## config.mk

```make
export PLATFORM = sky130hd
export DESIGN_NAME = double_ended_queue_unit
export DESIGN_NICKNAME = d
export VERILOG_FILES = /design/src/rtl/deq_pkg.sv /design/src/rtl/deq_ram.sv /design/src/rtl/deq_datapath.sv /design/src/rtl/deq_ctrl.sv /design/src/rtl/double_ended_queue_unit.sv
export SDC_FILE = /design/constraint.sdc
export NUM_CORES = 1
export LEC_CHECK = 0
export BUFFER_PORTS_ARGS = -buffer_cell sky130_fd_sc_hd__buf_4
export CORE_ASPECT_RATIO = 1.75
export CORE_MARGIN = 3
export CORE_UTILIZATION = 35
export DETAILED_ROUTE_END_ITERATION = 10
export SLEW_MARGIN = 0
export SYNTH_ARGS = -nofsm -noshare
export SYNTH_HDL_FRONTEND = slang
export SYNTH_SLANG_ARGS = --single-unit
```

## constraint.sdc

```tcl
create_clock -name clk -period 13.3 [get_ports clk]
set_input_delay 2.66 -clock clk [delete_from_list [all_inputs] [get_ports clk]]
set_output_delay 2.66 -clock clk [all_outputs]
set_load 0.02 [all_outputs]
```

## src/rtl/deq_pkg.sv

```systemverilog
// Shared command codes, status codes and controller interface types for the deque.
package deq_pkg;

  // Command codes carried by each input transaction
  localparam logic [2:0] CMD_PUSH_FRONT = 3'd0;
  localparam logic [2:0] CMD_PUSH_BACK  = 3'd1;
  localparam logic [2:0] CMD_POP_FRONT  = 3'd2;
  localparam logic [2:0] CMD_POP_BACK   = 3'd3;
  localparam logic [2:0] CMD_PEEK       = 3'd4;

  // Status codes reported with each result
  localparam logic [1:0] ST_DONE  = 2'd0;
  localparam logic [1:0] ST_EMPTY = 2'd1;
  localparam logic [1:0] ST_FULL  = 2'd2;

  // Front and back value reported while the deque is empty
  localparam logic signed [31:0] EMPTY_MARK = 32'shFFFF_FFFF;

  // Commands from the controller to the datapath
  typedef struct packed {
    logic load_item;
    logic execute;
    logic capture_read;
    logic load_out;
  } ctrl_cmd_t;

  // Status from the datapath to the controller
  typedef struct packed {
    logic read_needed;
  } ctrl_stat_t;

endpackage

```

## src/rtl/deq_ram.sv

```systemverilog
// Generic single-write, single-read RAM with registered read data.
module deq_ram #(
  parameter int WIDTH = 32,
  parameter int DEPTH = 16,
  localparam int AW = $clog2(DEPTH)
) (
  input  logic             clk,
  input  logic             wr_en,
  input  logic [AW-1:0]    wr_addr,
  input  logic [WIDTH-1:0] wr_data,
  input  logic             rd_en,
  input  logic [AW-1:0]    rd_addr,
  output logic [WIDTH-1:0] rd_data
);

  logic [WIDTH-1:0] mem [DEPTH];

  // Write one entry, register one read
  always_ff @(posedge clk) begin
    if (wr_en) begin
      mem[wr_addr] <= wr_data;
    end
    if (rd_en) begin
      rd_data <= mem[rd_addr];
    end
  end

endmodule

```

## src/rtl/deq_datapath.sv

```systemverilog
// Deque datapath: ring pointers, cached front and back values, ring RAM and result register.
module deq_datapath #(
  parameter int DEPTH = 16,
  localparam int IW = $clog2(DEPTH),
  localparam int CW = $clog2(DEPTH + 1)
) (
  input  logic                  clk,
  input  logic                  rst,
  input  deq_pkg::ctrl_cmd_t    ctrl,
  output deq_pkg::ctrl_stat_t   stat,
  input  logic [2:0]            command,
  input  logic signed [31:0]    data_value,
  output logic signed [31:0]    popped_value,
  output logic [1:0]            status,
  output logic signed [31:0]    front_value,
  output logic signed [31:0]    back_value,
  output logic                  is_empty,
  output logic [CW-1:0]         occupancy
);

  localparam logic [IW:0]   DEPTH_W = (IW + 1)'(DEPTH);
  localparam logic [IW-1:0] LAST_IDX = IW'(DEPTH - 1);
  localparam logic [CW-1:0] FULL_CNT = CW'(DEPTH);

  // Reduce a sum below twice the depth into a ring index
  function automatic logic [IW-1:0] ring_wrap(input logic [IW:0] s);
    logic [IW:0] r;
    r = (s >= DEPTH_W) ? (s - DEPTH_W) : s;
    return r[IW-1:0];
  endfunction

  logic [2:0]           cmd_q;
  logic signed [31:0]   val_q;
  logic [IW-1:0]        head;
  logic [CW-1:0]        count;
  logic signed [31:0]   front_q;
  logic signed [31:0]   back_q;
  logic signed [31:0]   popped_q;
  logic [1:0]           status_q;

  logic                 is_push;
  logic                 is_pop;
  logic                 full;
  logic                 empty;
  logic [IW-1:0]        head_dec;
  logic [IW-1:0]        head_inc;
  logic [IW-1:0]        tail_slot;
  logic [IW-1:0]        refill_back;
  logic                 wr_en;
  logic [IW-1:0]        wr_addr;
  logic                 rd_en;
  logic [IW-1:0]        rd_addr;
  logic [31:0]          rd_data;

  // Decode the held command against the current occupancy
  always_comb begin
    is_push     = (cmd_q == deq_pkg::CMD_PUSH_FRONT) || (cmd_q == deq_pkg::CMD_PUSH_BACK);
    is_pop      = (cmd_q == deq_pkg::CMD_POP_FRONT) || (cmd_q == deq_pkg::CMD_POP_BACK);
    full        = (count == FULL_CNT);
    empty       = (count == '0);
    head_dec    = (head == '0) ? LAST_IDX : head - 1'b1;
    head_inc    = (head == LAST_IDX) ? '0 : head + 1'b1;
    tail_slot   = ring_wrap({1'b0, head} + (IW + 1)'(count));
    refill_back = ring_wrap({1'b0, head} + (IW + 1)'(count) - (IW + 1)'(2));
  end

  // A pop that leaves two or more entries must fetch the new end from the ring
  assign stat.read_needed = is_pop && (count > CW'(2));

  // Ring RAM port control
  always_comb begin
    wr_en   = ctrl.execute && is_push && !full;
    wr_addr = (cmd_q == deq_pkg::CMD_PUSH_FRONT) ? head_dec : tail_slot;
    rd_en   = ctrl.execute && stat.read_needed;
    rd_addr = (cmd_q == deq_pkg::CMD_POP_FRONT) ? head_inc : refill_back;
  end

  deq_ram #(
    .WIDTH (32),
    .DEPTH (DEPTH)
  ) u_ram (
    .clk     (clk),
    .wr_en   (wr_en),
    .wr_addr (wr_addr),
    .wr_data (val_q),
    .rd_en   (rd_en),
    .rd_addr (rd_addr),
    .rd_data (rd_data)
  );

  // Hold the accepted transaction
  always_ff @(posedge clk) begin
    if (ctrl.load_item) begin
      cmd_q <= command;
      val_q <= data_value;
    end
  end

  // Update pointers and the cached ends of the deque
  always_ff @(posedge clk) begin
    if (rst) begin
      head    <= '0;
      count   <= '0;
      front_q <= deq_pkg::EMPTY_MARK;
      back_q  <= deq_pkg::EMPTY_MARK;
    end else if (ctrl.execute) begin
      unique case (cmd_q)
        deq_pkg::CMD_PUSH_FRONT: begin
          if (!full) begin
            head    <= head_dec;
            count   <= count + 1'b1;
            front_q <= val_q;
            if (empty) begin
              back_q <= val_q;
            end
          end
        end
        deq_pkg::CMD_PUSH_BACK: begin
          if (!full) begin
            count  <= count + 1'b1;
            back_q <= val_q;
            if (empty) begin
              front_q <= val_q;
            end
          end
        end
        deq_pkg::CMD_POP_FRONT: begin
          if (!empty) begin
            head  <= head_inc;
            count <= count - 1'b1;
            if (count == CW'(1)) begin
              front_q <= deq_pkg::EMPTY_MARK;
              back_q  <= deq_pkg::EMPTY_MARK;
            end else if (count == CW'(2)) begin
              front_q <= back_q;
            end
          end
        end
        deq_pkg::CMD_POP_BACK: begin
          if (!empty) begin
            count <= count - 1'b1;
            if (count == CW'(1)) begin
              front_q <= deq_pkg::EMPTY_MARK;
              back_q  <= deq_pkg::EMPTY_MARK;
            end else if (count == CW'(2)) begin
              back_q <= front_q;
            end
          end
        end
        default: begin
        end
      endcase
    end else if (ctrl.capture_read) begin
      // Take the refilled end from the ring
      if (cmd_q == deq_pkg::CMD_POP_FRONT) begin
        front_q <= rd_data;
      end else begin
        back_q <= rd_data;
      end
    end
  end

  // Record popped value and status of the transaction
  always_ff @(posedge clk) begin
    if (ctrl.execute) begin
      popped_q <= '0;
      status_q <= deq_pkg::ST_DONE;
      if (is_push && full) begin
        status_q <= deq_pkg::ST_FULL;
      end else if (is_pop && empty) begin
        status_q <= deq_pkg::ST_EMPTY;
      end else if (cmd_q == deq_pkg::CMD_POP_FRONT) begin
        popped_q <= front_q;
      end else if (cmd_q == deq_pkg::CMD_POP_BACK) begin
        popped_q <= back_q;
      end
    end
  end

  // Load the result register
  always_ff @(posedge clk) begin
    if (ctrl.load_out) begin
      popped_value <= popped_q;
      status       <= status_q;
      front_value  <= front_q;
      back_value   <= back_q;
      is_empty     <= (count == '0);
      occupancy    <= count;
    end
  end

  a_count_bound: assert property (@(posedge clk) disable iff (rst)
    count <= FULL_CNT)
    else $error("occupancy beyond depth");

  a_head_bound: assert property (@(posedge clk) disable iff (rst)
    head <= LAST_IDX)
    else $error("head index outside ring");

  a_empty_marks: assert property (@(posedge clk) disable iff (rst)
    (count == '0) |-> (front_q == deq_pkg::EMPTY_MARK) && (back_q == deq_pkg::EMPTY_MARK))
    else $error("empty deque without empty marks");

  a_push_grows: assert property (@(posedge clk) disable iff (rst)
    (ctrl.execute && is_push && !full) |=> (count == $past(count) + 1'b1))
    else $error("accepted push did not grow occupancy");

endmodule

```

## src/rtl/deq_ctrl.sv

```systemverilog
// Deque controller: sequences accept, execute, ring read and result hand-off.
module deq_ctrl (
  input  logic                clk,
  input  logic                rst,
  input  logic                in_valid,
  output logic                in_stall,
  output logic                out_valid,
  input  logic                out_stall,
  output deq_pkg::ctrl_cmd_t  ctrl,
  input  deq_pkg::ctrl_stat_t stat
);

  typedef enum logic [1:0] {
    S_IDLE,
    S_EXEC,
    S_READ,
    S_PUT
  } state_t;

  state_t state;
  logic   out_free;

  assign out_free = !out_valid || !out_stall;
  assign in_stall = (state != S_IDLE);

  // Drive datapath commands from the current state
  always_comb begin
    ctrl.load_item    = (state == S_IDLE) && in_valid;
    ctrl.execute      = (state == S_EXEC);
    ctrl.capture_read = (state == S_READ);
    ctrl.load_out     = (state == S_PUT) && out_free;
  end

  // Advance the sequence and hold the result valid flag
  always_ff @(posedge clk) begin
    if (rst) begin
      state     <= S_IDLE;
      out_valid <= 1'b0;
    end else begin
      unique case (state)
        S_IDLE: begin
          if (in_valid) begin
            state <= S_EXEC;
          end
        end
        S_EXEC: begin
          state <= stat.read_needed ? S_READ : S_PUT;
        end
        S_READ: begin
          state <= S_PUT;
        end
        S_PUT: begin
          if (out_free) begin
            state <= S_IDLE;
          end
        end
        default: begin
          state <= S_IDLE;
        end
      endcase
      if (ctrl.load_out) begin
        out_valid <= 1'b1;
      end else if (!out_stall) begin
        out_valid <= 1'b0;
      end
    end
  end

  a_read_after_exec: assert property (@(posedge clk) disable iff (rst)
    (state == S_READ) |-> ($past(state) == S_EXEC))
    else $error("ring read without execute");

  a_exec_after_accept: assert property (@(posedge clk) disable iff (rst)
    (in_valid && !in_stall) |=> (state == S_EXEC))
    else $error("accepted transaction not executed");

  a_put_sets_valid: assert property (@(posedge clk) disable iff (rst)
    ctrl.load_out |=> out_valid)
    else $error("result loaded without valid");

endmodule

```

## src/rtl/double_ended_queue_unit.sv

```systemverilog
// Top level of the double-ended queue: controller and datapath joined.
// Double-ended queue of signed 32-bit values in a ring RAM of DEPTH entries. Each input
// transaction carries a command (push front, push back, pop front, pop back, peek; codes
// five to seven act as peek) and yields exactly one result with the popped value, status,
// the front and back values after the step (-1 when empty), an empty flag and the
// occupancy. The front and back values are cached in registers, so most commands pass from
// the execute state straight to the output register. A pop that leaves two or more entries
// reads the new end from the ring RAM's registered read port and passes through a read
// state before that. One transaction is worked on at a time; the next is accepted in the
// cycle in which the previous result sits in the output register, and a stalled output
// holds the unit until the result can be loaded. The ring RAM needs no clearing after
// reset: only entries written by pushes are ever read.
module double_ended_queue_unit #(
  parameter int DEPTH = 16,
  localparam int CW = $clog2(DEPTH + 1)
) (
  input  logic                clk,
  input  logic                rst,
  input  logic                in_valid,
  output logic                in_stall,
  input  logic [2:0]          command,
  input  logic signed [31:0]  data_value,
  output logic                out_valid,
  input  logic                out_stall,
  output logic signed [31:0]  popped_value,
  output logic [1:0]          status,
  output logic signed [31:0]  front_value,
  output logic signed [31:0]  back_value,
  output logic                is_empty,
  output logic [CW-1:0]       occupancy
);

  deq_pkg::ctrl_cmd_t  ctrl;
  deq_pkg::ctrl_stat_t stat;

  deq_ctrl u_ctrl (
    .clk       (clk),
    .rst       (rst),
    .in_valid  (in_valid),
    .in_stall  (in_stall),
    .out_valid (out_valid),
    .out_stall (out_stall),
    .ctrl      (ctrl),
    .stat      (stat)
  );

  deq_datapath #(
    .DEPTH (DEPTH)
  ) u_datapath (
    .clk          (clk),
    .rst          (rst),
    .ctrl         (ctrl),
    .stat         (stat),
    .command      (command),
    .data_value   (data_value),
    .popped_value (popped_value),
    .status       (status),
    .front_value  (front_value),
    .back_value   (back_value),
    .is_empty     (is_empty),
    .occupancy    (occupancy)
  );

endmodule
```

==> results of run 1 <==
==> path summary, 6_finish.rpt <==
kind / start / to / slack, ns
worst max-delay path: u_datapath.cmd_q[0] / u_datapath.u_ram.rd_data[8] / 8.12
worst min-delay path: u_datapath.popped_q[21] / u_datapath.popped_value[21] / 0.42
worst max register to register: u_datapath.cmd_q[0] / u_datapath.u_ram.rd_data[8] / 8.12
worst min register to register: u_datapath.popped_q[21] / u_datapath.popped_value[21] / 0.42
==> worst max-delay path, delay by kind of cell (launching register included) <==
family | cells | cell delay, ns
buf+inv | 4 | 2.62
compound gates | 3 | 1.37
flops | 1 | 0.36
simple gates | 1 | 0.29
mux | 1 | 0.24
==> placed cells by master, fill, tap and decap left out, types with 3 or more instances in the layout <==
master,Yosys,routed
edfxtp_1,717,717
a211oi_1,3,3
xor2_1,3,3
buf_4,4,190
inv_1,204,204
o21a_1,5,5
nor3_1,68,68
a211o_1,65,65
nand3b_1,4,4
a21oi_1,11,11
o21ai_0,105,105
bufinv_16,0,3
o211ai_1,7,7
a2111oi_0,64,64
mux2i_1,99,99
clkbuf_16,0,71
nand2_1,45,45
xnor2_1,10,10
clkinv_2,0,17
clkinv_1,1,10
and3_1,65,65
nand3_1,6,4
clkbuf_1,177,13
nor2_4,0,17
dfxtp_1,76,76
nor2_1,66,49
clkinvlp_4,0,6
nand2b_1,5,5
ha_1,14,12
a221oi_1,384,384
mux2_2,33,33
==> logic make-up after synthesis <==
| group | count (synthesis) |
|---|---|
| flops | 793 |
| compound gates | 660 |
| buf+inv | 439 |
| simple gates | 278 |
| mux | 132 |
| fa+ha+maj | 15 |
| xor+xnor | 14 |
==> per-layer routing <==
layer	vias to the layer above	track usage (%)	routed length (microns)
met1	10800	22.6	35700
li1	9383	-	-
met5	-	0	0
met4	0	8.30	3670
met2	1091	31.1	45800
met3	230	3.19	7260
==> power groups by stage <==
| stage | combinational, W | sequential (W) | clock (W) |
|---|---|---|---|
| finish | 0.00189 | 0.00337 | 0.00194 |
| global route | 0.00202 | 0.00340 | 0.00207 |
| CTS | 0.00188 | 0.00337 | 0.00198 |
| detailed placement | 0.00187 | 0.00342 | 0 |
| global placement | 0.00183 | 0.00340 | 0 |
| floorplan | 0.00127 | 0.00338 | 0 |
==> per-stage QoR <==
| step | setup slack, ns | total power, W | util (%) |
|---|---|---|---|
| 6_report | 8.12 | 0.00719 | 40.1 |
| 5_1_grt | 7.80 | 0.00750 | 40.1 |
| 3_3_place_gp | 8.37 | 0.00523 | 37.9 |
| 2_1_floorplan | 2.38 | 0.00465 | - |
| 4_1_cts | 8.23 | 0.00723 | 40.1 |
| 3_5_place_dp | 8.23 | 0.00529 | 37.9 |
==> Yosys cell counts, types with 2 or more instances <==
cell,instances,area (sq um)
a211o_1,65,569
o21a_1,5,37.5
buf_6,2,22.5
buf_2,31,155
nand3b_1,4,30.0
nor2_1,66,248
nand2b_1,5,31.3
nand3_2,2,20.0
a21oi_1,11,55.1
clkbuf_4,2,15.0
a221oi_1,384,3360
buf_4,4,30.0
a21o_1,2,15.0
nor2b_1,3,18.8
inv_1,204,766
nand2_1,45,169
a31oi_1,3,18.8
o211ai_1,7,52.6
and3_1,65,407
o21ai_0,105,526
xnor2_1,10,87.6
or3_1,3,18.8
a211oi_1,3,22.5
nand4_1,2,12.5
buf_1,18,67.6
mux2_2,33,372
clkbuf_1,177,664
nor3_1,68,340
mux2i_1,99,991
xor2_1,3,26.3
dfxtp_1,76,1520
a22o_1,2,17.5
nand3_1,6,30.0
edfxtp_1,717,21500
o21ai_1,2,10.0
a2111oi_0,64,561
ha_1,14,175
==> registers in the layout (all words and copies together) (netlist names), 32 cells and up <==
register                  count
u_datapath.back_q            32
u_datapath.front_value       32
u_datapath.popped_q          32
u_datapath.back_value        32
u_datapath.u_ram.mem        512
u_datapath.popped_value      32
u_datapath.front_q           32
u_datapath.u_ram.rd_data     32
u_datapath.val_q             32
==> area by class of cell <==
cell class	count	area, sq um
fillers	8511	56000
flip-flops and latches	793	23100
multi-input cells	1099	8660
clock buffers	85	1840
well taps	1200	1500
repair buffers	191	1450
inverters	205	769
clock inverters	37	272
==> summary.md, run 1 <==
| Metric | Value |
|---|---|
| Outcome | complete, no violations |
| Vias in the first global route | 21200 |
| Top cell by count, worst path | buf_4 |
| Mux cell area share after synthesis | 4.11% |
| Final Hold Slack | 0.421 ns |
| Grt total ovfl | 0 |
| Min-Delay Path Class | register to register |
| Design area | 37500 sq um |
| Nets@finish | 2412 |
| Vias per cell | 5.95 |
| CP Data Arrival Time | 5.67 ns |
| DP Cell Count | 3488 |
| Period minus WS final | 5.18 ns |
| TritonCTS clock tree | yes |
| Syn-to-layout area delta | 13.1% |
| Crit share post-route | 38.9% |
| H-tree depth | 3 |
| Gr usage total | 18.3% |
| TritonCTS Buffers | 68 |
| Max-slew headroom | 11.2% |
| Clk buf depth | 3 |
| Syn avg cell area | 14.2 sq um |
| Post-Synth Adder-Cell Area | 0.588% |
| Final Slew Violations | 0 |
| Synth Net Count | 2385 |
| ANT nets after route | 0 |
| Clock Pin Slew Worst Setup and Hold Paths | 0.07 ns |
| Largest family of logic cells by synthesized area | compound AO/OA/AOI/OAI gates |
| Critical Path, Cell by Cell | buf_4 -> nor4b_4 -> buf_4 -> a22o_4 -> buf_4 -> buf_4 -> a221oi_1 -> a2111oi_0 -> mux2_2 |
| CP max-delay cell | buf_4 |
| Crit Path Category | register to register |
| Async set or reset register ratio after synthesis | 0% |
| Seq cells post-synth | 793 |
| Final setup violation count | 0 |
| CTS sink count | 793 |
| Simple-gate share of the synthesized area | 4.26% |
| IO Count | 145 |
| Routed wire length | 92.4 mm |
| CP endpoint kind | register |
| CP max FO | 80 |
| RSZ-0062 raised after global routing | no |
| Hpwl dp | 48.3 mm |
| TNS Setup | 0 ns |
| Largest net degree at the start of global routing | 214 |
| Post-CTS setup buffer count | 0 |
| Antenna cells | 0 |
| Comb power frac | 26.2% |
| Initial antenna violation count | 0 |
| Pwr Density | 192 nW/um^2 |
| Psw | 0.00235 W |
| Most used flip-flop cell after synthesis | edfxtp_1 |
| Area of the core | 93500 sq um |
| Cell variety after synth | 56 |
| RD Place Congestion | 0.781 |
| Max Fclk | 0.193 GHz |
| Sequential area share after synthesis | 69.5% |
| Detailed-route DRC error count | 0 |
| Initial Util | 35.5% |
| Final Skew | 0.0162 ns |
| Mapped Area | 33200 sq um |
| Vias | 21500 |
| First-pass GRT wire length | 136 mm |
| WHS Path Cells | 0 |
| Internal power | 0.00484 W |
| Sw frac | 32.7% |
| Die X | 239 microns |
| Avg WL per Cell | 25.6 microns |
| CTS Hold Bufs | 0 |
| Number of hold violations in the final report | 0 |
| Share of total power in the clock network | 26.9% |
| Mapped Cells | 2331 |
| Peak supply drop | 0.113 mV |
| Layout cells sized above 1 | 15.1% |
| Die Ht | 413 microns |
| FF-to-FF path depth | 9 |
| Sequential Power Share | 46.8% |
| Max-cap violation count | 0 |
| Syn. warnings | 0 |
| Synth Area in Compound Gates | 16.0% |
| Port buffer count | 144 |
| Req. time, crit path | 13.79 ns |
| Die ar. | 98700 sq um |
| Placed Area | 35400 sq um |
| DRT Pass-1 Iters | 5 |
| Post-Synth XOR/XNOR Area | 0.411% |
| DRT iter0 DRCs | 2696 |
| Post-CTS sizing | 0 |
| Pleak | 12.8 nW |
| Final cell count without fillers | 3610 |
| Number of synthesized flops with an enable pin | 717 |
| Root Driver | clkbuf_16 |
| CP startpoint kind | register |
| Cell Rows | 148 |
| Actual slew at the worst max-slew pin | 1.33 ns |
| Worst-skew pair later-pin latency | 0.62 ns |
| Max incr delay on CP | 0.78 ns |
Power figures use the tool's default switching activity.
==> run 2: changes to the inputs <==
--- a/config.mk
+++ b/config.mk
@@ -5,6 +5,7 @@
 export SDC_FILE = /design/constraint.sdc
 export NUM_CORES = 1
 export LEC_CHECK = 0
+export ABC_AREA = 1
 export BUFFER_PORTS_ARGS = -buffer_cell sky130_fd_sc_hd__buf_4
 export CORE_ASPECT_RATIO = 1.75
 export CORE_MARGIN = 3
==> constraint.sdc (replaced) <==
create_clock -name clk -period 4.9 [get_ports clk]
set_input_delay 0.98 -clock clk [delete_from_list [all_inputs] [get_ports clk]]
set_output_delay 0.98 -clock clk [all_outputs]
set_load 0.02 [all_outputs]
==> summary.md, run 2 <==
| Metric | Value |
|---|---|
| Number of synthesized flops with an enable pin | 717 |
| Crit Path Category | register to register |
| Initial Util | 35.4% |
| Most used flip-flop cell after synthesis | edfxtp_1 |
| RSZ-0062 raised after global routing | no |
| Vias per cell | 4.92 |
| Area share of the largest cell type after synthesis | 62.8% |
| Largest register FFs | 512 |
| Top Metal Used | met4 |
| Vias | 23500 |
| Top cells by area, synth | edfxtp_1, nand3_1, nand2_1 |
| Routed wire length | 89.8 mm |
| Root Driver | clkbuf_16 |
| Met2 wire length | 46.7 mm |
| Gr usage total | 17.4% |
| TritonCTS Buffers | 68 |
| Hold_sp | u_datapath.popped_q[11] |
| CTS Hold Bufs | 0 |
| Commonest non-fill, non-tap cell in the layout | nand2_1 |
| Critical R2R Capture | u_datapath.u_ram.mem[10][2] |
| Final Slew Violations | 0 |
| First-pass GRT wire length | 138 mm |
| Detailed-route DRC error count | 0 |
| Post-synth top area cell | edfxtp_1 |
| Top reg by flops | u_datapath.u_ram.mem |
| Min-Delay Path Class | register to register |
| Max Fclk | 0.292 GHz |
| IO Count | 145 |
| Layout cells sized above 1 | 10.4% |
| Cell variety after synth | 32 |
| Nets@finish | 3477 |
| Cell Rows | 151 |
| Mapped Area | 34300 sq um |
| Syn-to-layout area delta | 14.4% |
| Final Skew | 0.0325 ns |
| CTS sink count | 793 |
| Top-count cell post-synth | nand2_1 |
| Async set or reset register ratio after synthesis | 0% |
| Post-CTS setup buffer count | 0 |
| Worst slack at placement | 1.47 ns |
| Actual slew at the worst max-slew pin | 1.37 ns |
| CP max FO | 32 |
| Synth Net Count | 3398 |
| FF-to-FF path depth | 8 |
| DRT Pass-1 Iters | 6 |
| TNS Setup | 0 ns |
| Avg WL per Cell | 18.8 microns |
| Outcome | complete, no violations |
| Worst r2r src | u_datapath.count[0] |
| Reg2Reg Setup Slack | 1.47 ns |
| Min-Delay Endpoint | u_datapath.popped_value[11] |
| Number of hold violations in the final report | 0 |
| Final setup violation count | 0 |
| Pleak | 15.9 nW |
| Pwr Density | 531 nW/um^2 |
| Syn avg cell area | 10.3 sq um |
| Antenna cells | 0 |
| Port buffer count | 144 |
| Area of the core | 96900 sq um |
| ANT nets after route | 0 |
| Die X | 243 microns |
| Post-CTS sizing | 0 |
| Crit share post-route | 69.9% |
| Max-slew headroom | 8.72% |
| Die ar. | 102000 sq um |
| Grt total ovfl | 0 |
| H-tree depth | 3 |
| Setup slack after layout | 1.47 ns |
| TritonCTS clock tree | yes |
| Commonest cells after routing, fill and taps aside | nand2_1, nand3_1, edfxtp_1 |
| CP startpoint kind | register |
| Met1 wire length | 34.4 mm |
| Hpwl dp | 53.2 mm |
| WHS Path Cells | 0 |
| CP Data Arrival Time | 3.66 ns |
| Die Ht | 420 microns |
| Clk buf depth | 3 |
| Peak supply drop | 0.444 mV |
| Worst-skew pair later-pin latency | 0.64 ns |
| Clock Pin Slew Worst Setup and Hold Paths | 0.07 ns |
| Syn. warnings | 0 |
| Seq cells post-synth | 793 |
| DRT iter0 DRCs | 2087 |
| Vias in the first global route | 23000 |
| Mapped Cells | 3344 |
| CP endpoint kind | register |
| Sequential area share after synthesis | 67.2% |
| Detail Route met3 WL | 5.53 mm |
| RD Place Congestion | 0.824 |
| Largest net degree at the start of global routing | 186 |
| Period minus WS final | 3.43 ns |
| Req. time, crit path | 5.13 ns |
| Initial antenna violation count | 0 |
| Max-cap violation count | 0 |
| Synth top cells by count | nand2_1, nand3_1, edfxtp_1, inv_1, nor2_1 |
run 2: changes by cell type after synthesis, moves of 76 or more:
| cell | delta |
|---|---|
| nand2_1 | +888 |
| nand3_1 | +746 |
| a221oi_1 | -384 |
| inv_1 | +177 |
| clkbuf_1 | -115 |
| mux2i_1 | -99 |
| o21ai_0 | -84 |
| buf_2 | +76 |
run 2: per-stage QoR:
step	hold slack (ns)	power (W)	std cells	instance area [sq um]	util, %
2_1_floorplan	0.400	0.0133	3344	34300	-
3_5_place_dp	0.405	0.0154	4653	36900	38.1
4_1_cts	0.421	0.0210	4778	39200	40.5
5_1_grt	0.423	0.0221	4778	39200	40.5
6_report	0.419	0.0208	4778	39200	40.5
3_3_place_gp	0.403	0.0154	4650	36900	38.0
run 2: cell type report:
type,instances,area [sq um]
Multi-Input combinational cell,1959,9040
Fill cell,9263,57700
Tap cell,1300,1630
Sequential cell,793,23100
Inverter,387,1450
Clock inverter,41,444
Clock buffer,84,1830
Timing Repair Buffer,214,1770
run 2: cell families (layout without fill, tap and decap cells):
family,count (synthesis),in the layout,synth area share [%]
compound gates,77,77,1.41
xor+xnor,6,6,0.153
fa+ha+maj,15,15,0.569
buf+inv,592,726,7.08
flops,793,793,67.2
simple gates,1861,1861,23.6
run 2: worst max-delay path by stage:
stage,slack [ns],end,from,cells after the start
floorplan,0.60,u_datapath.u_ram.rd_data[0],u_ctrl.state[1],6
global placement,1.45,u_datapath.u_ram.mem[9][6],u_datapath.count[2],10
detailed placement,1.47,u_datapath.u_ram.mem[12][8],u_datapath.count[2],10
CTS,1.44,u_datapath.u_ram.mem[12][11],u_datapath.count[2],10
global route,1.24,u_datapath.u_ram.mem[12][2],u_datapath.count[2],10
finish,1.47,u_datapath.u_ram.mem[10][2],u_datapath.count[0],8
run 2: per-layer routing:
layer	track usage [%]	up-vias
li1	-	11300
met1	20.2	11300
met2	31.8	767
met3	3.04	179
met4	7.18	0
met5	0	-
run 2: critical path, stage by stage, from the launching register on:
cell and delay (ns):
dfxtp_1 0.37, ha_1 0.25, fa_1 0.67, nand2_1 0.08
o21ai_0 0.10, inv_1 0.06, nor2_1 0.13, nand2_1 0.25
nor2_4 1.06
run 2: where the power goes:
part	switching (W)	internal, W	total (W)
Clock	0.00250	0.00312	0.00562
Combinational	0.00442	0.00186	0.00629
Sequential	0.000544	0.00838	0.00893
